===== src/hw/rtl/one_shot_timer_slot_table_core_macros.svh =====
// assertion helpers for the timer slot table
`ifndef ONE_SHOT_TIMER_SLOT_TABLE_CORE_MACROS_SVH
`define ONE_SHOT_TIMER_SLOT_TABLE_CORE_MACROS_SVH

// same-cycle implication
`define OSTS_ASSERT_IMPL(label, clk, rst, ante, cons) \
   label: assert property (@(posedge clk) disable iff (rst) (ante) |-> (cons)) \
      else $error("osts same-cycle check failed");

// next-cycle implication
`define OSTS_ASSERT_NEXT(label, clk, rst, ante, cons) \
   label: assert property (@(posedge clk) disable iff (rst) (ante) |=> (cons)) \
      else $error("osts next-cycle check failed");

`endif


===== src/hw/rtl/osts_pkg.sv =====
`default_nettype none

package osts_pkg;

   localparam int MAX_SLOTS  = 64;
   localparam int IDX_BITS   = $clog2(MAX_SLOTS);
   localparam int COUNT_BITS = 64;
   localparam int ID_BITS    = 8;
   localparam int SLOT_FIELD_BITS = 4;

   typedef enum logic {
      REQ_TICK     = 1'b0,
      REQ_SCHEDULE = 1'b1
   } req_kind_type;

   typedef enum logic {
      RES_ACK   = 1'b0,
      RES_FIRED = 1'b1
   } res_kind_type;

   typedef struct packed {
      req_kind_type           req_type;
      logic [ID_BITS-1:0]     handler_id;
      logic [COUNT_BITS-1:0]  delay_ticks;
   } req_payload_type;

   typedef struct packed {
      res_kind_type                result_kind;
      logic [SLOT_FIELD_BITS-1:0]  slot_index;
      logic [COUNT_BITS-1:0]       deadline;
      logic [ID_BITS-1:0]          fired_handler;
      logic                        table_full;
      logic                        last;
   } rsp_payload_type;

   // scan token walking down the cell row
   typedef struct packed {
      logic                   active;
      logic                   sched;
      logic                   claimed;
      logic [IDX_BITS-1:0]    index;
      logic [IDX_BITS-1:0]    claim_index;
      logic [COUNT_BITS-1:0]  value;
      logic [ID_BITS-1:0]     handler;
   } probe_type;

   typedef struct packed {
      logic                   hit;
      logic [IDX_BITS-1:0]    index;
      logic [COUNT_BITS-1:0]  deadline;
      logic [ID_BITS-1:0]     handler;
   } hit_type;

endpackage

`default_nettype wire


===== src/hw/rtl/osts_cell.sv =====
`default_nettype none

module osts_cell
   import osts_pkg::*;
#(
   parameter int HANDLER_BITS = 8
) (
   input  wire logic      clock,
   input  wire logic      reset,
   input  wire logic      step,
   input  wire probe_type probe_up,
   output probe_type      probe_down,
   output hit_type        hit_out
);

   localparam int STORE_BITS = (HANDLER_BITS < ID_BITS) ? HANDLER_BITS : ID_BITS;

   logic                   valid_ff, valid_in;
   logic [COUNT_BITS-1:0]  deadline_ff, deadline_in;
   logic [STORE_BITS-1:0]  handler_ff, handler_in;
   probe_type              probe_ff, probe_in;
   logic                   claim, match;
   logic [ID_BITS-1:0]     handler_ext;

   assign claim = probe_up.active && probe_up.sched && !probe_up.claimed && !valid_ff;
   assign match = probe_up.active && !probe_up.sched && valid_ff &&
                  (deadline_ff == probe_up.value);

   always_comb begin
      valid_in    = valid_ff;
      deadline_in = deadline_ff;
      handler_in  = handler_ff;
      probe_in       = probe_up;
      probe_in.index = probe_up.index + 1'b1;
      if (claim) begin
         valid_in    = 1'b1;
         deadline_in = probe_up.value;
         handler_in  = probe_up.handler[STORE_BITS-1:0];
         probe_in.claimed     = 1'b1;
         probe_in.claim_index = probe_up.index;
      end
      if (match) begin
         valid_in = 1'b0;
      end
   end

   always_comb begin
      handler_ext = '0;
      handler_ext[STORE_BITS-1:0] = handler_ff;
   end

   always_comb begin
      hit_out = '0;
      if (match) begin
         hit_out.hit      = 1'b1;
         hit_out.index    = probe_up.index;
         hit_out.deadline = deadline_ff;
         hit_out.handler  = handler_ext;
      end
   end

   always_ff @(posedge clock) begin
      if (reset) begin
         valid_ff <= 1'b0;
         probe_ff <= '0;
      end else if (step) begin
         valid_ff <= valid_in;
         probe_ff <= probe_in;
      end
   end

   always_ff @(posedge clock) begin
      if (step) begin
         deadline_ff <= deadline_in;
         handler_ff  <= handler_in;
      end
   end

   assign probe_down = probe_ff;

endmodule

`default_nettype wire


===== config.mk =====
export PLATFORM = sky130hd
export DESIGN_NAME = osts_cell
export DESIGN_NICKNAME = d
export VERILOG_FILES = /design/src/hw/rtl/one_shot_timer_slot_table_core_macros.svh /design/src/hw/rtl/osts_pkg.sv /design/src/hw/rtl/osts_cell.sv
export SDC_FILE = /design/constraint.sdc
export NUM_CORES = 1
export LEC_CHECK = 0
export ABC_AREA = 1
export BUFFER_PORTS_ARGS = -buffer_cell sky130_fd_sc_hd__buf_2
export CAP_MARGIN = 20
export CORE_MARGIN = 10
export CORE_UTILIZATION = 50
export CTS_CLUSTER_SIZE = 14
export DETAILED_ROUTE_END_ITERATION = 6
export PLACE_DENSITY = 0.89
export SLEW_MARGIN = 20
export SYNTH_ARGS = -nofsm -noshare
export SYNTH_HDL_FRONTEND = slang
export SYNTH_SLANG_ARGS = --single-unit

===== constraint.sdc =====
create_clock -name clock -period 5.9 [get_ports clock]
set_input_delay 0 -clock clock [delete_from_list [all_inputs] [get_ports clock]]
set_output_delay 0 -clock clock [all_outputs]
set_load 0.005 [all_outputs]

* After elaboration in Yosys (flattened, before gate mapping)
Index checks and enable logic that the tools add are counted. W data, S select, Z words.
Storage, ports and cells: bits of input ports 90, flip-flop bits (word level) 160, word-level logic and storage cells 29, output and inout port bits 166
Operators by class: mux-type cells 5, equality and inequality tests 1, reductions and logical operators 12, $add $sub $neg 1
Operator list (count):
- $mux W79 | 1
- $eq A64 B64 Y1 | 1
- $add A6 B1 Y6 const B | 1
- $logic_and A1 B1 Y1 | 6
- $mux W6 | 1
- $reduce_and A2 Y1 | 2
- $logic_not A1 Y1 | 3
- $mux W1 | 3
- $reduce_bool A2 Y1 | 1

* Longest topological paths before layout
Gate-level depths: netlist (run 1).
depth after elaboration 6, gate-level depth with buffers 13, depth with buffers taken out 11

* Least setup slack after synthesis (run 1)
Ideal clock, no wire load.
path kind flip-flop to flip-flop, from register valid_ff, to register deadline_ff[0] (enable), data arrival time 3.646 ns, slack 1.751 ns, cell stages (with the launch flop) 4, buffers on the path 0, library setup time 0.504 ns, clock period less this slack 4.149 ns, required time 5.396 ns, cells stage by stage dfxtp_1 nor3_1 inv_1 nor2_1
On the way: cells in the longest elaborated chain, start to end 3
Ends and longest elaborated chain:
- from (decl) | line osts_cell.sv:18 | logic valid_ff, valid_in;
- from (signal assigned) | line osts_cell.sv:67 | valid_ff <= valid_in;
- $logic_not A1 Y1 | line osts_cell.sv:25 | assign claim = probe_up.active && probe_up.sched && !probe_up.claimed && !valid_ff;
- $logic_and A1 B1 Y1 | line osts_cell.sv:25
- $reduce_and A2 Y1 (no source line)
- to (signal assigned) | line osts_cell.sv:74 | deadline_ff <= deadline_in;
- to (decl) | line osts_cell.sv:19 | logic [COUNT_BITS-1:0] deadline_ff, deadline_in;
No other way between the ends. A chain may end at the register's enable or synchronous reset.

==> impl_metrics.csv, run 1 <==
group,metric,value,unit
timing,fmax,0.355,GHz
setup_path,critPathLaunchType,"register",
placed_design,dp.cells,1279,
run,drv_cap,0,
synthesis,netlist_area,7100,um^2
setup_path,cp-startpoint,"deadline_ff[47]$_DFFE_PP_",
floorplanning,die_y,139,um
cts,postCtsSetupRepairBufs,0,
timing,finClkSkew,0.00907,ns
routing,routed_wl,25000,um
timing,worst_pin_slew,1.07,ns
synthesis,synth_cell_type_count,24,
cells_and_area,final_cell_mix,"254 x buf_2, 222 x nor2_1, 129 x nand2_1, 119 x inv_1",
routing,firstDrtPassIters,5,
pwr,ir_worst_vdd,0.212,mV
floorplanning,coreArea,13900,um^2
timing,fin_crit,2.82,ns
synthesis,synthMuxAreaShare,0,%
floorplanning,die_area,19400,um^2
placed_design,io_buffers,255,
routing,num_vias,7280,
pwr,power,2.59,mW
floorplanning,die_w,139,um
synthesis,synth_compound_area_share,9.45,%
cells_and_area,area_delta_synth_final,39.8,%
global_routing,grt_pass1_vias,7481,
cells_and_area,drive_gt1_share,25.0,%
global_routing,grt-ovfl-total,0,
placed_design,gp_congestion,0.858,
cts,insertion_delay,0.42,ns
cts,cts_made_buffers,17,
floorplanning,rows,43,
placed_design,hpwl,16500,um
timing,layout_setup_ws,3.08,ns
floorplanning,io_pins,256,
setup_path,required,5.90,ns
setup_path,cpMostUsedCell,"nor2_1",
synthesis,synth_top_area_share,30.5,%
synthesis,synth.avg_cell_area,8.07,um^2
timing,tns,0,ns
timing,rsz0062_at_grt,"false",
routing,viasPerCell,5.20,
setup_path,critical_path_class,"reg2out",
run_status,status,"finished clean",
synthesis,ys_seq_elements,160,
cts,clk_pin_slew_worst_paths,0.06,ns
setup_path,worstReg2RegStart,"valid_ff$_SDFFE_PP0P_",
cells_and_area,fillerInstances,963,
routing,dr.first_iter.drc_count,638,
cts,cts_buffer_depth,2,
cells_and_area,post-route-util,71.5,%
cts,cts_tree,"yes",
timing,setup_violations,0,
cts,cts.sink_count,160,
global_routing,grt_pass1_wl,39300,um
cts,root_buffer,"clkbuf_16",
timing,hold_violations,0,
cts,htreeDepth,4,
setup_path,end_kind,"primary output",
global_routing,antenna_found_initial,1,
routing,drc,0,
synthesis,ys.flop_type,"dfxtp_1",
synthesis,synth_adder_area_share,0.176,%
synthesis,synth_edf_count,72,
synthesis,yosysSeqAreaShare,55.3,%
global_routing,grt_max_degree,80,
synthesis,synth-simple-area-share,21.4,%
routing,wire_per_inst,17.8,um
synthesis,synth_cells,879,
timing,relSlewSlack,28.6,%
pwr,p_leak,5.02,nW
setup_path,cp_max_fo,49,
setup_path,cpPeakStageDelay,0.40,ns
cells_and_area,nets,1296,
min_path,min-delay-start,"probe_up[82]",
min_path,hp-class,"in2reg",
pwr,powerDensity,261,nW/um^2
cells_and_area,finalNonFillerCells,1400,
setup_path,path_cells,"xnor2_1 > nand3_1 > nor3_1 > nand2_1 > nor2_1 > nand3_4 > buf_12 > nor2_1 > buf_2",
floorplanning,start_util,51.1,%
synthesis,synthArstFlopShare,0,%
synthesis,ys_warn_count,0,
synthesis,synth_top_family_by_area,"simple AND/OR/NAND/NOR gates",
synthesis,synthTopCellsByArea,"edfxtp_1 30%, dfxtp_1 25%, nor2_1 12%",
cells_and_area,final_common_cell,"buf_2",
setup_path,crit_buf_inv,2,
placed_design,post-place-ws,3.15,ns
global_routing,gr-usage-all-layers,24.9,%
synthesis,synthesis.nets,970,
synthesis,synth_xor_xnor_area_share,4.81,%
timing,finalCritPeriodShare,47.8,%
setup_path,worstPathArrival,2.82,ns
timing,slew_viol_final,0,
setup_path,critPathTopFamily,"simple AND/OR/NAND/NOR gates",
synthesis,yosys.area.top_type,"edfxtp_1",
setup_path,slowest_stage,"edfxtp_1",
routing,postRouteAntennaNets,0,
-- layout make-up --
class                           instances  area (um^2)  share of cell area [%]
Sequential cell                       160         3920                    39.6
Multi-Input combinational cell        556         2560                    25.8
Timing Repair Buffer                  345         2180                    22.0
Clock buffer                           22          474                    4.78
Inverter                              125          469                    4.73
Tap cell                              180          225                    2.27
Clock inverter                         10         83.8                   0.845
Antenna cell                            2         5.00                  0.0504
-- metrics by stage --
| stage | area, um^2 | hold WS, ns |
|---|---|---|
| final | 9920 | 0.0689 |
| after global routing | 9920 | 0.0974 |
| after CTS | 9900 | 0.0543 |
| after detailed placement | 8480 | 0.195 |
| after global placement | 8480 | 0.193 |
| after floorplan | 7100 | 0.0691 |
-- power breakdown --
part / internal [mW] / switching [mW] / leakage, nW / total [mW]
logic: 0.135 / 0.172 / 3.36 / 0.307
registers: 1.21 / 0.0247 / 1.39 / 1.24
clock network: 0.611 / 0.433 / 0.272 / 1.04
-- repair_timing --
action | CTS | global route
hold endpoints to repair | 159 | 0
resized for setup | 0 | 0
hold buffers | 86 | 0
-- kinds of logic (layout without fill, tap and decap cells) --
family / Yosys count / after routing
other cells: 0 / 2
simple gates: 385 / 385
flops: 160 / 160
fa+ha+maj: 1 / 1
buf+inv: 163 / 502
xor+xnor: 39 / 39
compound gates: 131 / 131
-- path summary, 6_finish.rpt --
kind / endpoint / slack [ns] / depth (start not counted)
setup / recovery: hit_out[54] / 3.08 / 9
hold / removal: probe_down[76]$_SDFFE_PP0P_ / 0.07 / 5
setup reg to reg: deadline_ff[49]$_DFFE_PP_ / 3.35 / 4
hold reg to reg: probe_down[14]$_SDFFE_PP0P_ / 0.49 / 2
-- flip-flops by register name (all words and copies together) (netlist names) --
name         count
deadline_ff     64
handler_ext      8
valid_ff         1
probe_down      87
-- worst reg2reg max path, stage by stage (launching register included) --
cell     delay [ns]
dfxtp_1        0.33
nor3_1         0.29
inv_1          0.27
nor2_4         0.60
buf_4          0.66
-- layer usage --
metal / GRT usage [%] / part of all wire (%) / vias to the layer above
li1: - / - / 3412
met1: 26.9 / 38 / 3318
met2: 39.9 / 46 / 439
met3: 9.49 / 9.6 / 111
met4: 16.9 / 6.2 / 0
met5: 0 / 0 / -
-- Yosys cell counts, types with 2 or more instances --
library cell    n
inv_2           4
nor3_1          3
nand4_1         8
a21oi_1        37
nor2_1        223
nand2_1       129
o211ai_1        6
clkbuf_1       33
nor2_2          9
xor2_1          6
edfxtp_1       72
dfxtp_1        88
buf_1           2
xnor2_1        33
inv_1         121
nand3_1         9
o21ai_0        88
buf_6           2
(Power assumes the default switching activity.)
==> run 2: changes to the inputs <==
Clock period 5.9 ns to 2.75 ns, I/O delays scaled along.
==> run 2 against run 1 <==
  * Cell count is 0.43% higher
  * Highest routed layer unchanged
  * Core utilization is 0.88 points higher
  * Critical path depth stayed put
  * Critical endpoint is now hit_out[19]
  * Sequential power is 110% higher
==> impl_metrics.csv, run 2 (synthesis results as in run 1) <==
group,metric,value,unit
run_status,status,"finished clean",
setup_path,required,2.75,ns
timing,hold_violations,0,
cells_and_area,final_common_cell,"buf_2",
cells_and_area,final_cell_mix,"254 x buf_2, 222 x nor2_1, 129 x nand2_1, 119 x inv_1",
routing,routed_wl,25100,um
placed_design,dpl-instance-area,8530,um^2
cts,cts_made_buffers,17,
run,drv_cap,0,
timing,rsz0062_at_grt,"false",
setup_path,cpMostUsedCell,"nor2_1",
min_path,hp-class,"in2reg",
timing,layout_setup_ws,0.289,ns
setup_path,crit_buf_inv,2,
global_routing,grt_pass1_vias,7522,
global_routing,gr-usage-all-layers,24.9,%
pwr,ir_worst_vdd,0.376,mV
pwr,powerDensity,576,nW/um^2
routing,drc,0,
cts,clk_pin_slew_worst_paths,0.06,ns
setup_path,end_kind,"primary output",
setup_path,cp_max_fo,42,
routing,num_vias,7210,
cts,postCtsSetupRepairBufs,0,
cells_and_area,post-route-cell-area,10000,um^2
timing,whs,0.0253,ns
placed_design,io_buffers,255,
placed_design,gp_congestion,0.831,
setup_path,cp-startpoint,"deadline_ff[22]$_DFFE_PP_",
routing,dr.first_iter.drc_count,570,
cts,htreeDepth,4,
floorplanning,die_y,139,um
routing,viasPerCell,5.13,
setup_path,r2r_slack,0.91,ns
timing,finalCritPeriodShare,89.5,%
global_routing,grt_max_degree,74,
cells_and_area,finalNonFillerCells,1406,
cells_and_area,nets,1300,
global_routing,grt_pass1_wl,38900,um
timing,relSlewSlack,59.2,%
routing,firstDrtPassIters,5,
timing,tns,0,ns
setup_path,cpPeakStageDelay,0.40,ns
floorplanning,die_area,19400,um^2
setup_path,critPathLaunchType,"register",
timing,finClkSkew,0.00753,ns
pwr,p_leak,5.08,nW
setup_path,slowest_stage,"edfxtp_1",
cts,cts_buffer_depth,2,
cts,cts_tree,"yes",
placed_design,dp.cells,1283,
routing,postRouteAntennaNets,0,
floorplanning,coreArea,13900,um^2
cells_and_area,area_delta_synth_final,41.5,%
pwr,power,5.78,mW
global_routing,grt-ovfl-total,0,
floorplanning,die_w,139,um
setup_path,critPathTopFamily,"simple AND/OR/NAND/NOR gates",
timing,setup_violations,0,
min_path,min-delay-start,"probe_up[81]",
cells_and_area,post-route-util,72.4,%
timing,fmax,0.406,GHz
timing,worst_pin_slew,0.611,ns
cts,root_buffer,"clkbuf_16",
cts,insertion_delay,0.42,ns
floorplanning,rows,43,
setup_path,path_cells,"xnor2_1 > nand4_1 > nor2_1 > nand2_1 > nor2_1 > nand3_4 > buf_4 > nor2_1 > buf_2",
global_routing,antenna_found_initial,3,
timing,slew_viol_final,0,
placed_design,post-place-ws,0.753,ns
cells_and_area,drive_gt1_share,25.5,%
routing,wire_per_inst,17.9,um
cells_and_area,largest_reg_flops,87,
setup_path,worstReg2RegStart,"valid_ff$_SDFFE_PP0P_",
setup_path,critical_path_class,"reg2out",
setup_path,worstPathArrival,2.46,ns
placed_design,hpwl,16800,um
timing,fin_crit,2.46,ns
floorplanning,start_util,51.1,%
cts,cts.sink_count,160,
floorplanning,io_pins,256,
-- run 2: worst paths after layout --
kind	endpoint	cells after the start
setup / recovery	hit_out[19]	9
hold / removal	probe_down[82]$_SDFFE_PP0P_	5
setup reg to reg	deadline_ff[48]$_DFFE_PP_	4
hold reg to reg	probe_down[61]$_SDFFE_PP0P_	2
-- run 2: metal layers --
layer  vias up  routed length (um)  share of wire (%)  track usage, %
met3       111                2150                8.6            8.42
met2       379               12100                 48            41.1
met1      3302                9300                 37            26.4
met4         0                1570                6.2            17.4
met5         -                   0                  0               0
li1       3418                   -                  -               -
-- run 2: what timing repair did --
action | in CTS | in global routing
hold endpoints to repair | 159 | 0
setup endpoints to repair | 0 | 1
hold buffers | 87 | 0
resized for setup | 0 | 1
-- run 2: report_power, final --
part	switching [mW]	total, mW	leakage [nW]	internal, mW
clock	0.964	2.47	0.308	1.50
combinational	0.371	0.666	3.38	0.295
sequential	0.0541	2.65	1.39	2.60
-- run 2: final cells by class --
class / count / area, um^2
Inverter: 125 / 469
Multi-Input combinational cell: 556 / 2560
Clock buffer: 22 / 507
Tap cell: 180 / 225
Antenna cell: 4 / 10.0
Clock inverter: 10 / 119
Fill cell: 963 / 3840
Sequential cell: 160 / 3920
Timing Repair Buffer: 349 / 2230
-- run 2: worst reg2reg max path, stage by stage, from the launching register on --
cell and delay, ns:
dfxtp_1 0.33, nor3_1 0.29, inv_1 0.28, nor2_4 0.17, buf_12 0.38
